===== src/stk_pkg.sv =====
`default_nettype none

package stk_pkg;

   localparam int ID_W    = 31;
   localparam int PRICE_W = 31;
   localparam int NAME_W  = 16;
   localparam int CMD_W   = 2;
   localparam int STAT_W  = 2;
   localparam int DEPTH_W = 5;

   typedef logic [CMD_W-1:0]  cmd_type;
   typedef logic [STAT_W-1:0] status_type;

   localparam cmd_type CMD_PUSH    = 2'd0;
   localparam cmd_type CMD_POP     = 2'd1;
   localparam cmd_type CMD_EXTRACT = 2'd2;

   localparam status_type ST_OK   = 2'd0;
   localparam status_type ST_MISS = 2'd1;
   localparam status_type ST_FULL = 2'd2;

   typedef struct packed {
      logic [ID_W-1:0]    id;
      logic [PRICE_W-1:0] price;
      logic [NAME_W-1:0]  name_ref;
   } rec_type;

   typedef struct packed {
      status_type         status;
      rec_type            rec;
      logic [DEPTH_W-1:0] depth;
   } res_type;

   typedef enum logic [2:0] {
      S_IDLE,
      S_POP,
      S_SEARCH,
      S_SHIFT,
      S_RESULT
   } seq_state_type;

endpackage

`default_nettype wire


===== src/stack_with_extract_by_key.sv =====
`default_nettype none

// Channel  Direction  Handshake              Fields
// req      in         req_valid, req_stall   cmd, item_id, item_price, item_name_ref
// rsp      out        rsp_valid, rsp_stall   status, out_id, out_price, out_name_ref, depth_now
//
// A push goes from S_IDLE straight to S_RESULT, a pop through S_POP, and an extract through S_SEARCH and S_SHIFT:
// the search reads one record per cycle from the single read port of the record memory,
// and the records above a hit are then moved down one per cycle through that same port.
// Reset empties the stack at once; the record memory itself is not cleared.
// A new request is taken while the previous result still waits in the output register.

module stack_with_extract_by_key #(
   parameter int STACK_DEPTH = 16
) (
   input  wire logic                       clock,
   input  wire logic                       reset,
   input  wire logic                       req_valid,
   output logic                            req_stall,
   input  wire logic [stk_pkg::CMD_W-1:0]   req_cmd,
   input  wire logic [stk_pkg::ID_W-1:0]    req_item_id,
   input  wire logic [stk_pkg::PRICE_W-1:0] req_item_price,
   input  wire logic [stk_pkg::NAME_W-1:0]  req_item_name_ref,
   output logic                            rsp_valid,
   input  wire logic                       rsp_stall,
   output logic [stk_pkg::STAT_W-1:0]      rsp_status,
   output logic [stk_pkg::ID_W-1:0]        rsp_out_id,
   output logic [stk_pkg::PRICE_W-1:0]     rsp_out_price,
   output logic [stk_pkg::NAME_W-1:0]      rsp_out_name_ref,
   output logic [stk_pkg::DEPTH_W-1:0]     rsp_depth_now
);
   import stk_pkg::*;

   logic    seq_ready, seq_done, start, out_free;
   rec_type req_rec;
   res_type seq_res;
   logic    rsp_valid_ff;
   res_type rsp_res_ff;

   assign req_rec.id       = req_item_id;
   assign req_rec.price    = req_item_price;
   assign req_rec.name_ref = req_item_name_ref;

   assign req_stall = !seq_ready;
   assign start     = req_valid && seq_ready;
   assign out_free  = !rsp_valid_ff || !rsp_stall;

   stk_seq #(
      .STACK_DEPTH (STACK_DEPTH)
   ) u_seq (
      .clock    (clock),
      .reset    (reset),
      .start    (start),
      .req_cmd  (req_cmd),
      .req_rec  (req_rec),
      .out_free (out_free),
      .ready    (seq_ready),
      .done     (seq_done),
      .res      (seq_res)
   );

   always_ff @(posedge clock) begin
      if (reset) begin
         rsp_valid_ff <= 1'b0;
      end else if (seq_done) begin
         rsp_valid_ff <= 1'b1;
      end else if (!rsp_stall) begin
         rsp_valid_ff <= 1'b0;
      end
      if (seq_done) begin
         rsp_res_ff <= seq_res;
      end
   end

   assign rsp_valid        = rsp_valid_ff;
   assign rsp_status       = rsp_res_ff.status;
   assign rsp_out_id       = rsp_res_ff.rec.id;
   assign rsp_out_price    = rsp_res_ff.rec.price;
   assign rsp_out_name_ref = rsp_res_ff.rec.name_ref;
   assign rsp_depth_now    = rsp_res_ff.depth;

   a_no_overwrite: assert property (@(posedge clock) disable iff (reset)
      seq_done |-> (!rsp_valid_ff || !rsp_stall))
      else $error("A result was loaded over one that had not been transferred.");

endmodule

`default_nettype wire


===== src/stk_mem.sv =====
`default_nettype none

module stk_mem #(
   parameter int DEPTH = 16,
   parameter int AW    = 4
) (
   input  wire logic             clock,
   input  wire logic             wr_en,
   input  wire logic [AW-1:0]    wr_addr,
   input  wire stk_pkg::rec_type wr_data,
   input  wire logic             rd_en,
   input  wire logic [AW-1:0]    rd_addr,
   output stk_pkg::rec_type      rd_data
);
   import stk_pkg::*;

   rec_type mem [DEPTH];
   rec_type rd_data_ff;

   always_ff @(posedge clock) begin
      if (wr_en) begin
         mem[wr_addr] <= wr_data;
      end
      if (rd_en) begin
         rd_data_ff <= mem[rd_addr];
      end
   end

   assign rd_data = rd_data_ff;

endmodule

`default_nettype wire


===== src/stk_seq.sv =====
`default_nettype none

module stk_seq #(
   parameter int STACK_DEPTH = 16
) (
   input  wire logic             clock,
   input  wire logic             reset,
   input  wire logic             start,
   input  wire stk_pkg::cmd_type req_cmd,
   input  wire stk_pkg::rec_type req_rec,
   input  wire logic             out_free,
   output logic                  ready,
   output logic                  done,
   output stk_pkg::res_type      res
);
   import stk_pkg::*;

   localparam int AW    = (STACK_DEPTH > 1) ? $clog2(STACK_DEPTH) : 1;
   localparam int CNT_W = $clog2(STACK_DEPTH + 1);
   localparam logic [CNT_W-1:0] FULL_COUNT = CNT_W'(STACK_DEPTH);

   seq_state_type    state_ff, state_in;
   logic [CNT_W-1:0] count_ff, count_in;
   logic [CNT_W-1:0] idx_ff, idx_in;
   logic [ID_W-1:0]  key_ff, key_in;
   res_type          res_ff, res_in;

   logic [CNT_W-1:0] cnt_inc, cnt_dec, idx_inc, idx_inc2, idx_dec;

   logic             mem_we, mem_re;
   logic [AW-1:0]    mem_waddr, mem_raddr;
   rec_type          mem_wdata, mem_rdata;

   assign cnt_inc  = count_ff + 1'b1;
   assign cnt_dec  = count_ff - 1'b1;
   assign idx_inc  = idx_ff + 1'b1;
   assign idx_inc2 = idx_ff + 2'd2;
   assign idx_dec  = idx_ff - 1'b1;

   stk_mem #(
      .DEPTH (STACK_DEPTH),
      .AW    (AW)
   ) u_mem (
      .clock   (clock),
      .wr_en   (mem_we),
      .wr_addr (mem_waddr),
      .wr_data (mem_wdata),
      .rd_en   (mem_re),
      .rd_addr (mem_raddr),
      .rd_data (mem_rdata)
   );

   always_ff @(posedge clock) begin
      if (reset) begin
         state_ff <= S_IDLE;
         count_ff <= '0;
      end else begin
         state_ff <= state_in;
         count_ff <= count_in;
      end
      idx_ff <= idx_in;
      key_ff <= key_in;
      res_ff <= res_in;
   end

   always_comb begin
      state_in  = state_ff;
      count_in  = count_ff;
      idx_in    = idx_ff;
      key_in    = key_ff;
      res_in    = res_ff;
      mem_we    = 1'b0;
      mem_waddr = count_ff[AW-1:0];
      mem_wdata = req_rec;
      mem_re    = 1'b0;
      mem_raddr = idx_ff[AW-1:0];
      done      = 1'b0;
      unique case (state_ff)
         S_IDLE: begin
            if (start) begin
               key_in        = req_rec.id;
               res_in.status = ST_MISS;
               res_in.rec    = '0;
               res_in.depth  = DEPTH_W'(count_ff);
               state_in      = S_RESULT;
               case (req_cmd)
                  CMD_PUSH: begin
                     if (count_ff == FULL_COUNT) begin
                        res_in.status = ST_FULL;
                     end else begin
                        mem_we        = 1'b1;
                        count_in      = cnt_inc;
                        res_in.status = ST_OK;
                        res_in.depth  = DEPTH_W'(cnt_inc);
                     end
                  end
                  CMD_POP: begin
                     if (count_ff != '0) begin
                        mem_re    = 1'b1;
                        mem_raddr = cnt_dec[AW-1:0];
                        count_in  = cnt_dec;
                        state_in  = S_POP;
                     end
                  end
                  CMD_EXTRACT: begin
                     if (count_ff != '0) begin
                        mem_re    = 1'b1;
                        mem_raddr = cnt_dec[AW-1:0];
                        idx_in    = cnt_dec;
                        state_in  = S_SEARCH;
                     end
                  end
                  default: begin
                  end
               endcase
            end
         end
         S_POP: begin
            res_in.status = ST_OK;
            res_in.rec    = mem_rdata;
            res_in.depth  = DEPTH_W'(count_ff);
            state_in      = S_RESULT;
         end
         S_SEARCH: begin
            if (mem_rdata.id == key_ff) begin
               res_in.status = ST_OK;
               res_in.rec    = mem_rdata;
               res_in.depth  = DEPTH_W'(cnt_dec);
               count_in      = cnt_dec;
               if (idx_inc == count_ff) begin
                  state_in = S_RESULT;
               end else begin
                  mem_re    = 1'b1;
                  mem_raddr = idx_inc[AW-1:0];
                  state_in  = S_SHIFT;
               end
            end else if (idx_ff == '0) begin
               state_in = S_RESULT;
            end else begin
               mem_re    = 1'b1;
               mem_raddr = idx_dec[AW-1:0];
               idx_in    = idx_dec;
            end
         end
         S_SHIFT: begin
            mem_we    = 1'b1;
            mem_waddr = idx_ff[AW-1:0];
            mem_wdata = mem_rdata;
            if (idx_inc == count_ff) begin
               state_in = S_RESULT;
            end else begin
               mem_re    = 1'b1;
               mem_raddr = idx_inc2[AW-1:0];
               idx_in    = idx_inc;
            end
         end
         S_RESULT: begin
            if (out_free) begin
               done     = 1'b1;
               state_in = S_IDLE;
            end
         end
         default: begin
            state_in = S_IDLE;
         end
      endcase
   end

   assign ready = (state_ff == S_IDLE);
   assign res   = res_ff;

   a_count_bound: assert property (@(posedge clock) disable iff (reset)
      count_ff <= FULL_COUNT)
      else $error("Record count exceeds the capacity.");

   a_push_grows: assert property (@(posedge clock) disable iff (reset)
      (state_ff == S_IDLE && start && req_cmd == CMD_PUSH && count_ff != FULL_COUNT)
      |=> (count_ff == $past(cnt_inc)))
      else $error("A push that fits did not add a record.");

   a_pop_empty: assert property (@(posedge clock) disable iff (reset)
      (state_ff == S_IDLE && start && req_cmd == CMD_POP && count_ff == '0)
      |=> (count_ff == '0 && res_ff.status == ST_MISS))
      else $error("A pop from an empty stack was not reported as a miss.");

   a_shift_inside: assert property (@(posedge clock) disable iff (reset)
      (state_ff == S_SHIFT) |-> (idx_inc <= count_ff))
      else $error("Compaction has run past the top of the stack.");

endmodule

`default_nettype wire

===== config.mk =====
export PLATFORM = sky130hd
export DESIGN_NAME = stack_with_extract_by_key
export DESIGN_NICKNAME = d
export VERILOG_FILES = /design/src/stk_pkg.sv /design/src/stack_with_extract_by_key.sv /design/src/stk_mem.sv /design/src/stk_seq.sv
export SDC_FILE = /design/constraint.sdc
export NUM_CORES = 1
export LEC_CHECK = 0
export BUFFER_PORTS_ARGS = -buffer_cell sky130_fd_sc_hd__buf_2
export CAP_MARGIN = 25
export CORE_ASPECT_RATIO = 1.1
export CORE_MARGIN = 1
export CORE_UTILIZATION = 30
export DETAILED_ROUTE_END_ITERATION = 7
export GPL_TIMING_DRIVEN = 1
export HOLD_SLACK_MARGIN = 0.12
export SLEW_MARGIN = 15
export SYNTH_ARGS = -nofsm -noshare
export SYNTH_HDL_FRONTEND = slang
export SYNTH_SLANG_ARGS = --single-unit

===== constraint.sdc =====
create_clock -name clock -period 9.6 [get_ports clock]
set_input_delay 2.88 -clock clock [delete_from_list [all_inputs] [get_ports clock]]
set_output_delay 2.88 -clock clock [all_outputs]
set_load 0.01 [all_outputs]

==> results_dict.tcl <==
set metrics [dict create \
    grt_setup_unrepaired "false" \
    clk_pin_slew_ns 0.06 \
    track_usage_pct 16.73 \
    start_util_pct 30.29 \
    powerDensity_nw_per_um2 218.2 \
    clk_latency_ns 0.80 \
    setup_ws_ns 2.865 \
    cp-start-kind "input port" \
    yosysWarnings 0 \
    finalSetupViolations 0 \
    post-cts-setup-buffers 0 \
    required_ns 10.21 \
    ctsResizeCount 0 \
    cts_tree "done" \
    syn2layout_area_growth_pct 14.96 \
    drt_wl_total_um 177800 \
    syn_nets 4257 \
    status "complete, no violations" \
    ir_drop_uv 176.1 \
    fmax_mhz 148.5 \
    drc 0 \
    netlist_instances 4161 \
    grt_max_degree 105 \
    dr.pass1.iters 6 \
    grt_pass1_vias 36590 \
    post-dp-hpwl_um 93380 \
    internal_power_uw 11480 \
    gp_congestion 0.7978 \
    tns_ns 0 \
    hold_buffers 0 \
    synth.avg_cell_area_sq_um 14.75 \
    drive_gt1_share_pct 11.49 \
    grt_pass1_wl_um 254000 \
    cts.sinks 1541 \
    pwr-share-clk_pct 38.2 \
    finalHoldViolCount 0 \
    hp-class "flop to flop" \
    ys_ff_latch 1541 \
    clock_path_buffers 3 \
    io_pins 171 \
    layout.nets 4403 \
    multiInputGateArea_sq_um 13750 \
    ff_latch_area_sq_um 46180 \
    endpoint_kind "flop" \
    viasPerCell 5.294 \
    drv_slew 0 \
    path_max_fanout 82 \
    worstPathArrival_ns 7.34 \
    p_leak_uw 0.02355 \
    seqPwrFrac_pct 49.9 \
    die_area_sq_um 206400 \
    dp_cells 6866 \
    htree_levels 4 \
    antenna_left 0 \
    fillCellCount 19300 \
    slew_headroom_pct 26.50 \
    cts_buffers 150 \
    port_buffers 170 \
    pwr-share-comb_pct 11.9 \
    die_h_um 476.4 \
    ys_seq_area_share_pct 75.25 \
    min_period_over_period_pct 70.16 \
    pre_cts_ws_ns 2.149 \
    synth_edf_count 1532 \
    synthesis.area_sq_um 61380 \
    num_rows 173 \
    coreArea_sq_um 202600 \
    drt_iter0_drc 4639 \
    p_switching_uw 3922 \
    synthArstFlopShare_pct 0 \
    critPathKind "input port to flop" \
    period_minus_slack_ns 6.735 \
    synth_flop_cell "edfxtp_1" \
    detail_route.wl_per_cell_um 24.85 \
    worst-slew-pin-transition_ns 1.102 \
    root_buffer "clkbuf_16" \
    switching_share_pct 25.47 \
    grt_antenna_before_repair 16 \
    max-cap-violations 0 \
    fin_cells 7152 \
    grt.overflow.total 0 \
    num_vias 37860 \
    clock-skew-final_ns 0.02640 \
    ys_types 70 \
    die-width_um 433.3 \
]
## stage by stage
stage               area, sq um  util [%]  hold WS, ns  power, uW
global route              70550     34.82       0.4212      15890
detailed placement        65630     32.40       0.4045       9652
floorplan                 61380         -       0.4003       8985
finish                    70560     34.83       0.4119      15400
global placement          65580     32.37       0.4052       9628
CTS                       70510     34.80       0.4081      15490
## logic make-up (layout without fill, tap and decap cells)
family | count (synthesis) | in the layout | synth area share [%]
flip-flops | 1541 | 1541 | 75.25
multiplexers | 82 | 82 | 1.339
AO/OA/AOI/OAI | 1031 | 1031 | 12.13
adder cells (fa/ha/maj) | 12 | 12 | 0.2446
buffers and inverters | 420 | 690 | 2.817
other | 0 | 9 | 0
XOR/XNOR | 49 | 49 | 0.7114
AND/OR/NAND/NOR | 1026 | 1026 | 7.514
## worst max-delay path, cell delays in order
cell and delay [ns]:
buf_2 0.09, inv_1 0.06, ha_1 0.32, nand4b_1 0.34
and2_1 0.32, nor2_1 0.14, a31oi_1 0.14, a311oi_4 0.33
buf_12 0.58, nand2b_4 0.96, buf_4 0.59, a221o_1 0.21
o21ai_0 0.09, a221oi_1 0.21
## final timing paths
check                                        from  cells after the start  slack [ns]                      end
worst max-delay path                   req_cmd[0]                     14        2.86  u_seq.u_mem.rd_data[19]
worst min register to register      u_seq.res[30]                      0        0.41         rsp_out_price[9]
worst max register to register  u_seq.state_ff[1]                     13        3.70  u_seq.u_mem.rd_data[32]
worst min-delay path                u_seq.res[30]                      0        0.41         rsp_out_price[9]
## cells in the final DEF (no fill, tap or decap), types with 9 or more instances in the layout
cell       netlist  layout
edfxtp_1      1532    1532
nand2_1        577     575
a21oi_1        334     332
buf_2          101     171
inv_1          162     162
clkbuf_16        0     153
a221o_1        150     150
nor3_1          94      94
nand3_1         92      90
and2_1          86      83
mux2i_1         81      81
nand2b_1        80      79
a221oi_1        77      77
a32oi_1         77      77
a22oi_1         75      75
o2111ai_1       75      75
a211o_1         75      75
buf_4            7      61
o21ai_0         57      57
o21ai_1         46      46
nor2_1          62      41
xor2_1          38      38
clkinv_1         0      33
clkbuf_1       138      32
nor2_4           0      22
clkinv_2         0      22
buf_12           0      18
bufinv_16        0      13
a31oi_1         12      12
ha_1            12      12
xnor2_1         10      10
diode_2          0       9
a211oi_1         9       9
nor4_1           9       9
dfxtp_1          9       9
## final cells by class
cell class	count	area share, %
Clock buffer	187	5.635
Antenna cell	9	0.03192
Inverter	162	0.8618
Clock inverter	89	1.278
Timing Repair Buffer	252	2.451
Multi-Input combinational cell	2200	19.48
Sequential cell	1541	65.45
Tap cell	2712	4.809
## state kept, by name (all words and copies together), names as in the netlist
signal and count:
u_seq.u_mem.mem 1248, u_seq.res 85, u_seq.u_mem.rd_data 78, rsp_out_id 31, rsp_out_price 31, u_seq.key_ff 31
rsp_out_name_ref 16, rsp_depth_now 5, u_seq.count_ff 5, u_seq.idx_ff 5, u_seq.state_ff 3, rsp_status 2
rsp_valid 1
## power groups by stage
stage | Clock, uW | Combinational (uW) | Sequential (uW)
floorplan | 0 | 1170 | 7810
global placement | 0 | 1800 | 7830
detailed placement | 0 | 1820 | 7830
CTS | 5970 | 1830 | 7690
global route | 6220 | 1970 | 7690
finish | 5880 | 1830 | 7690
## synth_stat cells (7+ instances only)
library cell,instances,area (sq um)
edfxtp_1,1532,46000
nand2_1,577,2166
a21oi_1,334,1672
inv_1,162,608.1
a221o_1,150,1501
clkbuf_1,138,518.0
buf_2,101,505.5
nor3_1,94,470.5
nand3_1,92,460.4
and2_1,86,538.0
mux2i_1,81,810.8
nand2b_1,80,500.5
a221oi_1,77,674.4
a32oi_1,77,674.4
a211o_1,75,656.9
a22oi_1,75,563.0
o2111ai_1,75,656.9
nor2_1,62,232.7
o21ai_0,57,285.3
o21ai_1,46,230.2
xor2_1,38,332.8
a31oi_1,12,75.07
buf_1,12,45.04
ha_1,12,150.1
xnor2_1,10,87.58
a211oi_1,9,67.56
dfxtp_1,9,180.2
nor4_1,9,56.30
and3_1,7,43.79
buf_4,7,52.55
## per-layer routing
metal / up-vias / track usage, % / share of wire, %
met1: 19330 / 22.82 / 42
met2: 1766 / 27.33 / 48
met3: 281 / 2.495 / 7.8
li1: 16480 / - / -
met4: 10 / 5.212 / 2.6
met5: - / 0 / 0.038
(Power assumes the default switching activity.)
